### config.mk
export PLATFORM = sky130hd
export DESIGN_NAME = sensor_frame_parser_sum_check_top
export DESIGN_NICKNAME = d
export VERILOG_FILES = /design/src/hw/rtl/sfp_pkg.sv /design/src/hw/rtl/sensor_frame_parser_sum_check_top.sv /design/src/hw/rtl/sfp_capture.sv
export SDC_FILE = /design/constraint.sdc
export NUM_CORES = 1
export LEC_CHECK = 0
export BUFFER_PORTS_ARGS = -buffer_cell sky130_fd_sc_hd__buf_2
export CAP_MARGIN = 20
export CORE_MARGIN = 10
export CORE_UTILIZATION = 57
export CTS_BUF_LIST = sky130_fd_sc_hd__clkbuf_16
export DETAILED_ROUTE_END_ITERATION = 12
export HOLD_SLACK_MARGIN = 0.12
export PLACE_DENSITY = 0.76
export SLEW_MARGIN = 20
export SYNTH_ARGS = -nofsm -noshare
export SYNTH_HDL_FRONTEND = slang
export SYNTH_SLANG_ARGS = --single-unit
### constraint.sdc
create_clock -name clk_i -period 4.1 [get_ports clk_i]
set_clock_uncertainty 0.05 [all_clocks]
set_input_delay 0.82 -clock clk_i [delete_from_list [all_inputs] [get_ports clk_i]]
set_output_delay 0.82 -clock clk_i [all_outputs]
set_load 0.05 [all_outputs]
### src/hw/rtl/sfp_pkg.sv
package sfp_pkg;

  localparam int unsigned NumReadings = 4;
  localparam int unsigned PosW        = 5;
  localparam int unsigned CapIdxW     = 6;
  localparam int unsigned ReadingW    = 16;
  localparam int unsigned CfgIdxW     = 3;
  localparam int unsigned CfgDataW    = 8;

  typedef logic [CapIdxW-1:0] cap_idx_t;
  typedef logic [NumReadings-1:0][PosW-1:0] pos_arr_t;
  typedef logic [NumReadings-1:0][ReadingW-1:0] reading_arr_t;

  typedef enum logic [2:0] {
    PhHead1 = 3'd0,
    PhHead2 = 3'd1,
    PhData  = 3'd2,
    PhCsHi  = 3'd3,
    PhCsLo  = 3'd4
  } phase_e;

  typedef enum logic [CfgIdxW-1:0] {
    CfgHeaderFirst  = 3'd0,
    CfgHeaderSecond = 3'd1,
    CfgPm1Pos       = 3'd2,
    CfgPm25Pos      = 3'd3,
    CfgPm4Pos       = 3'd4,
    CfgPm10Pos      = 3'd5
  } cfg_idx_e;

  localparam logic [7:0]      HeaderFirstRst  = 8'd66;
  localparam logic [7:0]      HeaderSecondRst = 8'd77;
  localparam logic [PosW-1:0] Pm1PosRst       = 5'd4;
  localparam logic [PosW-1:0] Pm25PosRst      = 5'd6;
  localparam logic [PosW-1:0] Pm4PosRst       = 5'd8;
  localparam logic [PosW-1:0] Pm10PosRst      = 5'd10;

endpackage

### src/hw/rtl/sensor_frame_parser_sum_check_top.sv
// Serial frame parser with a 16-bit sum check. Bytes enter one per transfer on the slave
// stream; the block hunts for the two configured header bytes, collects a frame of
// FRAME_LEN bytes and, on the last checksum byte, presents one result on the master stream
// carrying the four big-endian readings taken at the configured byte positions and a pass
// flag in tuser. A failing frame is still delivered, with the flag low. A byte can be
// accepted each cycle: the parser state is updated from the accepted byte and the result
// sits in an output register, so input stalls only when a finished result is still waiting
// and the byte would complete another frame. Configuration writes are always accepted and
// act from the next byte.
module sensor_frame_parser_sum_check_top #(
  parameter int unsigned FRAME_LEN = 32
) (
  input  logic        clk_i,
  input  logic        rst_ni,
  input  logic        s_axis_tvalid_i,
  output logic        s_axis_tready_o,
  // rx_byte [7:0]
  input  logic [7:0]  s_axis_tdata_i,
  output logic        m_axis_tvalid_o,
  input  logic        m_axis_tready_i,
  // reading_pm1 [15:0], reading_pm25 [31:16], reading_pm4 [47:32], reading_pm10 [63:48]
  output logic [63:0] m_axis_tdata_o,
  // frame_ok [0]
  output logic [0:0]  m_axis_tuser_o,
  input  logic        cfg_valid_i,
  output logic        cfg_ready_o,
  input  logic [sfp_pkg::CfgIdxW-1:0]  cfg_index_i,
  input  logic [sfp_pkg::CfgDataW-1:0] cfg_data_i
);

  localparam int unsigned IdxW = $clog2(FRAME_LEN);

  logic [7:0]            hdr_first_q, hdr_second_q;
  sfp_pkg::pos_arr_t     pos_q;

  sfp_pkg::phase_e       phase_q, phase_d;
  logic [IdxW-1:0]       byte_idx_q, byte_idx_d, idx_inc;
  logic [15:0]           sum_q, sum_d;
  logic [7:0]            cs_hi_q, cs_hi_d;
  sfp_pkg::reading_arr_t held_q, held_d;

  logic                  out_valid_q, out_valid_d;
  logic                  out_load;
  logic                  out_ok_q, out_ok_d;
  sfp_pkg::reading_arr_t out_rd_q;

  sfp_pkg::reading_arr_t cap_base, cap_a_res, cap_b_res;
  sfp_pkg::cap_idx_t     cap_a_idx;
  logic [7:0]            cap_a_byte;
  logic                  cap_b_en;
  logic                  accept;
  logic [7:0]            rx;

  assign rx     = s_axis_tdata_i;
  assign accept = s_axis_tvalid_i && s_axis_tready_o;
  assign s_axis_tready_o = !(phase_q == sfp_pkg::PhCsLo && out_valid_q && !m_axis_tready_i);
  assign cfg_ready_o = 1'b1;

  always_ff @(posedge clk_i or negedge rst_ni) begin
    if (!rst_ni) begin
      hdr_first_q  <= sfp_pkg::HeaderFirstRst;
      hdr_second_q <= sfp_pkg::HeaderSecondRst;
      pos_q[0]     <= sfp_pkg::Pm1PosRst;
      pos_q[1]     <= sfp_pkg::Pm25PosRst;
      pos_q[2]     <= sfp_pkg::Pm4PosRst;
      pos_q[3]     <= sfp_pkg::Pm10PosRst;
    end else if (cfg_valid_i) begin
      unique case (cfg_index_i)
        sfp_pkg::CfgHeaderFirst:  hdr_first_q  <= cfg_data_i;
        sfp_pkg::CfgHeaderSecond: hdr_second_q <= cfg_data_i;
        sfp_pkg::CfgPm1Pos:       pos_q[0]     <= cfg_data_i[sfp_pkg::PosW-1:0];
        sfp_pkg::CfgPm25Pos:      pos_q[1]     <= cfg_data_i[sfp_pkg::PosW-1:0];
        sfp_pkg::CfgPm4Pos:       pos_q[2]     <= cfg_data_i[sfp_pkg::PosW-1:0];
        sfp_pkg::CfgPm10Pos:      pos_q[3]     <= cfg_data_i[sfp_pkg::PosW-1:0];
        default: ;
      endcase
    end
  end

  // A completed header clears the readings and captures both header bytes.
  always_comb begin
    if (phase_q == sfp_pkg::PhHead2) begin
      cap_base   = '0;
      cap_a_idx  = '0;
      cap_a_byte = hdr_first_q;
      cap_b_en   = 1'b1;
    end else begin
      cap_base   = held_q;
      cap_a_idx  = sfp_pkg::cap_idx_t'(byte_idx_q);
      cap_a_byte = rx;
      cap_b_en   = 1'b0;
    end
  end

  sfp_capture u_cap_a (
    .base_i   (cap_base),
    .pos_i    (pos_q),
    .idx_i    (cap_a_idx),
    .byte_i   (cap_a_byte),
    .en_i     (1'b1),
    .result_o (cap_a_res)
  );

  sfp_capture u_cap_b (
    .base_i   (cap_a_res),
    .pos_i    (pos_q),
    .idx_i    (sfp_pkg::cap_idx_t'(1)),
    .byte_i   (rx),
    .en_i     (cap_b_en),
    .result_o (cap_b_res)
  );

  assign idx_inc = byte_idx_q + IdxW'(1);

  always_comb begin
    phase_d    = phase_q;
    byte_idx_d = byte_idx_q;
    sum_d      = sum_q;
    cs_hi_d    = cs_hi_q;
    held_d     = held_q;
    out_load   = 1'b0;
    out_ok_d   = 1'b0;
    if (accept) begin
      unique case (phase_q)
        sfp_pkg::PhHead2: begin
          priority if (rx == hdr_first_q) begin
            phase_d = sfp_pkg::PhHead2;
          end else if (rx != hdr_second_q) begin
            phase_d = sfp_pkg::PhHead1;
          end else begin
            held_d     = cap_b_res;
            sum_d      = {8'h00, hdr_first_q} + {8'h00, rx};
            byte_idx_d = IdxW'(2);
            phase_d    = sfp_pkg::PhData;
          end
        end
        sfp_pkg::PhData: begin
          held_d     = cap_b_res;
          sum_d      = sum_q + {8'h00, rx};
          byte_idx_d = idx_inc;
          if (idx_inc >= IdxW'(FRAME_LEN - 2)) begin
            phase_d = sfp_pkg::PhCsHi;
          end
        end
        sfp_pkg::PhCsHi: begin
          held_d     = cap_b_res;
          cs_hi_d    = rx;
          byte_idx_d = idx_inc;
          phase_d    = sfp_pkg::PhCsLo;
        end
        sfp_pkg::PhCsLo: begin
          held_d     = cap_b_res;
          out_load   = 1'b1;
          out_ok_d   = (sum_q == {cs_hi_q, rx});
          byte_idx_d = '0;
          phase_d    = sfp_pkg::PhHead1;
        end
        default: begin
          phase_d = (rx == hdr_first_q) ? sfp_pkg::PhHead2 : sfp_pkg::PhHead1;
        end
      endcase
    end
  end

  always_comb begin
    out_valid_d = out_valid_q;
    if (out_load) begin
      out_valid_d = 1'b1;
    end else if (m_axis_tready_i) begin
      out_valid_d = 1'b0;
    end
  end

  always_ff @(posedge clk_i or negedge rst_ni) begin
    if (!rst_ni) begin
      phase_q     <= sfp_pkg::PhHead1;
      byte_idx_q  <= '0;
      sum_q       <= '0;
      cs_hi_q     <= '0;
      held_q      <= '0;
      out_valid_q <= 1'b0;
    end else begin
      phase_q     <= phase_d;
      byte_idx_q  <= byte_idx_d;
      sum_q       <= sum_d;
      cs_hi_q     <= cs_hi_d;
      held_q      <= held_d;
      out_valid_q <= out_valid_d;
    end
  end

  always_ff @(posedge clk_i) begin
    if (out_load) begin
      out_ok_q <= out_ok_d;
      out_rd_q <= cap_b_res;
    end
  end

  assign m_axis_tvalid_o = out_valid_q;
  assign m_axis_tdata_o  = out_rd_q;
  assign m_axis_tuser_o  = out_ok_q;

endmodule

### src/hw/rtl/sfp_capture.sv
module sfp_capture (
  input  sfp_pkg::reading_arr_t base_i,
  input  sfp_pkg::pos_arr_t     pos_i,
  input  sfp_pkg::cap_idx_t     idx_i,
  input  logic [7:0]            byte_i,
  input  logic                  en_i,
  output sfp_pkg::reading_arr_t result_o
);

  always_comb begin
    sfp_pkg::cap_idx_t p_hi;
    sfp_pkg::cap_idx_t p_lo;
    result_o = base_i;
    for (int k = 0; k < sfp_pkg::NumReadings; k++) begin
      p_hi = sfp_pkg::cap_idx_t'(pos_i[k]);
      p_lo = p_hi + sfp_pkg::cap_idx_t'(1);
      if (en_i) begin
        if (idx_i == p_hi) begin
          result_o[k][15:8] = byte_i;
        end else if (idx_i == p_lo) begin
          result_o[k][7:0] = byte_i;
        end
      end
    end
  end

endmodule
# Yosys cells after proc, flatten, opt, wreduce, memory -nomap -nowiden
# Cells that the tools add are included.
# classes
n_bitwise	0
n_mux	50
magnitude_cmp	1
div	0
n_shift	0
mul	0
n_addsub	7
n_reduce_logical	24
n_eq_ne	31
# op_table
op	count
$mux W8	25
$mux W64	3
$pmux W64 S2	1
$mux W16	6
$pmux W16 S2	1
$add A5 B1 Y6 const B	4
$eq A1 B6 Y1 const A	4
$eq A5 B6 Y1	4
$eq A1 B5 Y1 const A	4
$eq A5 B5 Y1	4
$reduce_and A2 Y1	9
$add A16 B8 Y16	1
$eq A16 B16 Y1	1
$mux W5	3
$pmux W5 S3	1
$eq A3 B2 Y1 const B	4
$pmux W3 S4	1
$reduce_and A4 Y1	3
$add A8 B8 Y9	1
$eq A3 B3 Y1 const B	3
$eq A8 B8 Y1	1
$ne A8 B8 Y1	1
$eq A3 B1 Y1 const B	2
$mux W1	6
other kinds (12)	20
# totals
mem_bits_rw	0
romBits	0
latchBits	0
n_memories	0
elab_cells	133
regBits	198

# Longest topological paths before layout
# logic_depth
ltp_word	11
mapped_depth	11
mapped_depth_nobuf	9

# By module
# A second synthesis with hierarchy kept.
# unflattened
cells_unflattened	959
hier_area_um2	11778.8
# by_module_without_submodules
module	cells_per_inst	n_inst	area_per_inst_um2
sensor_frame_parser_sum_check_top	643	1	8886.0
sfp_capture (u_cap_a)	156	1	1453.9
sfp_capture (u_cap_b)	160	1	1438.9

# Worst setup path after synthesis
# No wires, ideal clock.
# synth_timing
path_type	in2reg
startpoint	in s_axis_tdata_i[2]
endpoint	reg held_q[32] in the netlist's numbering
required_time_ns	3.918
n_path_buf	2
path_stages	8
path_slack_ns	1.096
arrival_time_ns	2.823
path_cell_list	ha_1 -> nor4_1 -> a211oi_1 -> and4_1 -> nor2_1 -> clkbuf_1 -> clkbuf_1 -> o2bb2ai_1
# synth_via
elab_chain_cells	3
elab_cells_between_ends	5
classes_between	eq/ne: 4; reduce/logical: 1
# synth_lines
item	line	source
start, declared	sensor_frame_parser_sum_check_top.sv:18	input logic [7:0] s_axis_tdata_i,
$ne A8 B8 Y1 / $eq A8 B8 Y1 (equally long branches)	sensor_frame_parser_sum_check_top.sv:128, sensor_frame_parser_sum_check_top.sv:126	
$ne A2 B2 Y1 (no source line)	n/a	
$reduce_and A4 Y1 (no source line) *	n/a	
end signal, assigned	sensor_frame_parser_sum_check_top.sv:187	held_q <= held_d;
end, declared	sensor_frame_parser_sum_check_top.sv:40	sfp_pkg::reading_arr_t held_q, held_d;
# Mark *: on every way between the ends. The rest lies on a longest branch, timed or not.
# A chain may end at the register's enable or synchronous reset.

# Worst setup path in the final report
# layout_timing
startpoint	reg hdr_first_q[6]
endpoint	reg held_q[22] in the netlist's numbering
# layout_via
elab_chain_cells	9
elab_cells_between_ends	12
classes_between	eq/ne: 2; mux: 9; reduce/logical: 1
# layout_lines
item	line	source
start, declared	sensor_frame_parser_sum_check_top.sv:33	logic [7:0] hdr_first_q, hdr_second_q;
start signal, assigned	sensor_frame_parser_sum_check_top.sv:61	hdr_first_q <= sfp_pkg::HeaderFirstRst;
start signal, assigned	sensor_frame_parser_sum_check_top.sv:69	sfp_pkg::CfgHeaderFirst: hdr_first_q <= cfg_data_i;
$mux W8	sensor_frame_parser_sum_check_top.sv:82	if (phase_q == sfp_pkg::PhHead2) begin
$mux W8	sfp_capture.sv:20	end else if (idx_i == p_lo) begin
$mux W8	sfp_capture.sv:18	if (idx_i == p_hi) begin
$mux W8	sfp_capture.sv:20	
$mux W8	sfp_capture.sv:18	
$mux W16	sfp_capture.sv:17	if (en_i) begin
$mux W64	sensor_frame_parser_sum_check_top.sv:128	end else if (rx != hdr_second_q) begin
$mux W64	sensor_frame_parser_sum_check_top.sv:126	priority if (rx == hdr_first_q) begin
$pmux W64 S2	sensor_frame_parser_sum_check_top.sv:124	unique case (phase_q)
# Several ways; a longest one is shown, not always the timed one. The select of a mux whose other input is x is not followed.

==> flow_summary.ini <==
[outcome]
status = finished clean

[placement]
gp_congestion = 0.961
pre_cts_ws_ns = 0.445
port_buffers = 90
hpwl_um = 21800
placed_cell_area_mm2 = 0.0122

[clock_network]
h-tree-depth = 4
cts_tree = built
cts_setup_buffers = 0
cts_hold_buf = 0
clkTransAtPathRegs_ns = 0.08
cts_buffers = 17
ctsResizeCount = 0
root_buffer = clkbuf_16
clk_latency_ns = 0.44
cts_sinks = 198
cts_buffer_depth = 2

[drt]
dr.pass1.iters = 8
via_per_inst = 6.46
drtAntennaViolNets = 0
drt_wl_total_um = 31700
first_iter_violations = 903
wire_per_inst_um = 22.0
num_vias = 9287
drcViolationCount = 0

[synthesis]
synthTopCellsByArea = dfrtp_1 26%, edfxtp_1 17%, a22o_1 4.3%
synth_edf_count = 65
yosysTopAreaCellShare_pct = 26.4
synth_nets = 1158
ys_seq_elements = 198
synth_area_leader_cell = dfrtp_1
netlist_area_mm2 = 0.0115
ys_warn_count = 0
yosysSeqAreaShare_pct = 46.2
synthCells = 1102
synth.distinct_cells = 83
async_flop_share_pct = 67.2
syn_area_per_cell_um2 = 10.4
synthFlopType = dfrtp_1

[grt]
grt_max_degree = 55
grt_pass1_vias = 9013
grt_first_pass_wirelength_um = 50500
overflow = 0
antenna_found_initial = 0
grt.total_usage_pct = 24.1

[floorplan]
dieWidth_um = 162
core_mm2 = 0.0197
pin_count = 92
initial_utilization_pct = 58.3
fp.dieH_um = 162
die_area_mm2 = 0.0262
rows = 51

[sta]
grt_setup_unrepaired = no
clock.fmax_mhz = 283
finalCritPeriodShare_pct = 86.2
maxSlewHeadroom_pct = 27.9
setup_viol = 0
hold_viol = 0
slew_viol_final = 0
tns_ns = 0
tightest_slew_ns = 1.08
worst_hold_slack_ns = 0.348
worst_slack_ns = 0.564
fin_crit_ns = 3.54

[power_and_ir_drop]
p_clk_share_pct = 23.9
switching_power_mw = 2.64
p_sw_share_pct = 36.6
comb_power_share_pct = 35.7
internal_power_mw = 4.57
power.leakage_nw = 5.61
p_total_mw = 7.21
p_seq_share_pct = 40.4
power_density_mw_per_mm2 = 564
vdd_ir_drop_max_v = 0.000388

[finish]
area_growth_syn_to_layout_pct = 11.5
nets = 1216
layout-drive-gt1-share_pct = 19.3
regArea_mm2 = 0.00530
n_fill_cell = 1606
mostFrequentLayoutCells = 121 x dfrtp_1, 99 x nand2_1, 89 x buf_2, 65 x edfxtp_1, 56 x a22o_1
fin_area_mm2 = 0.0128
n_antenna_cell = 0
final_common_cell = dfrtp_1
multi_input_area_mm2 = 0.00561

[setup_path]
rr_worst_depth = 7
cp.required_ns = 4.37
arrival_ns = 3.81
reg2reg_to = held_q[22]$_DFFE_PN0P_
crit_fanout = 23
rr_startpoint = hdr_first_q[6]$_DFFE_PN1P_
cp-end-kind = flop
start_kind = flop
crit_type = reg -> reg
path_cells = ha_1 -> nor4_1 -> a211oi_1 -> and4_1 -> or2_2 -> and2_1 -> a221o_1
slowest_stage = dfstp_2
worst_path_largest_cell_delay_ns = 0.80
rrSetupSlack_ns = 0.56

[worst_hold_path]
min_path_type = in -> async

[run]
max_cap_viol_count = 0
## synthesized netlist by cell type (5+ instances only)
library cell / number
a21o_1: 29
a21oi_1: 28
a221o_1: 32
a222oi_1: 8
a22o_1: 56
a22oi_1: 9
a31oi_1: 16
and2_1: 8
and3_1: 7
and3b_1: 8
and4_1: 5
buf_1: 9
buf_2: 19
clkbuf_1: 51
dfrtp_1: 121
dfstp_2: 12
edfxtp_1: 65
ha_1: 30
inv_1: 53
mux2_2: 41
mux2i_1: 11
nand2_1: 99
nand2b_1: 12
nand3_1: 18
nand4_1: 8
nor2_1: 55
nor2b_1: 9
nor3_1: 23
nor3b_1: 8
nor4_1: 10
o211ai_1: 22
o21a_1: 13
o21ai_0: 35
o221ai_1: 9
o22ai_1: 5
o2bb2ai_1: 10
o31ai_1: 7
or3_1: 5
or4_1: 5
xnor2_1: 27
xor2_1: 32
## cell type report
type	instances	share of cell area (%)
sequential	198	41.4
timing repair buffer	123	5.68
clock buffer	18	3.52
tap	265	2.59
multi-input combinational	766	43.9
inverter	54	1.59
clock inverter	14	1.25
## routing by layer
metal / share of wire [%] / track usage, %
met5: 0 / 0
met4: 4.0 / 10.3
met3: 9.1 / 5.28
met2: 45 / 37.0
met1: 42 / 32.1
## worst max-delay path: cells and delay by family, from the launching register on
kind / cells / cell delay [ns]
simple gates: 4 / 1.60
flops: 1 / 0.80
fa+ha+maj: 1 / 0.36
compound gates: 2 / 0.59
## cell families after synthesis
kind of cell	count (synthesis)	share of synthesized area (%)
AO/OA/AOI/OAI	321	21.7
XOR/XNOR	62	5.12
adder cells (fa/ha/maj)	32	3.62
buffers and inverters	138	4.99
flip-flops	198	46.2
multiplexers	52	4.99
other	1	0.0327
AND/OR/NAND/NOR	298	13.4
## registers in the layout (all words and copies together), names as in the netlist
signal and count:
hdr_first_q 8, m_axis_tuser_o 1, cs_hi_q 8, m_axis_tdata_o 64
held_q 64, sum_q 16, m_axis_tvalid_o 1, hdr_second_q 8
phase_q 3, byte_idx_q 5, pos_q 20
## stage by stage
stage          cells  util (%)
6_report        1438      65.0
5_1_grt         1438      65.0
4_1_cts         1438      65.0
3_5_place_dp    1406      61.9
3_3_place_gp    1406      61.9
2_1_floorplan   1102         -
## how the worst max path moves through the flow
stage / from / end / slack (ns) / cells past startpoint
finish: hdr_first_q[6]$_DFFE_PN1P_ / held_q[22]$_DFFE_PN0P_ / 0.56 / 7
global route: pos_q[10]$_DFFE_PN0P_ / m_axis_tdata_o[32]$_DFFE_PP_ / 0.44 / 8
CTS: hdr_first_q[6]$_DFFE_PN1P_ / held_q[22]$_DFFE_PN0P_ / 0.66 / 7
detailed placement: s_axis_tdata_i[4] / held_q[19]$_DFFE_PN0P_ / 0.45 / 8
global placement: s_axis_tdata_i[2] / held_q[16]$_DFFE_PN0P_ / 0.54 / 8
floorplan: s_axis_tdata_i[2] / held_q[32]$_DFFE_PN0P_ / 1.10 / 8
## power by group through the flow
stage	clock network (mW)	logic [mW]	registers [mW]
after floorplan	0	2.08	2.71
after global placement	0	2.44	2.92
after detailed placement	0	2.50	2.93
after CTS	1.73	2.53	2.90
after global routing	1.81	2.85	2.96
final	1.72	2.57	2.92
No activity file was read; power rests on OpenSTA's default activity.
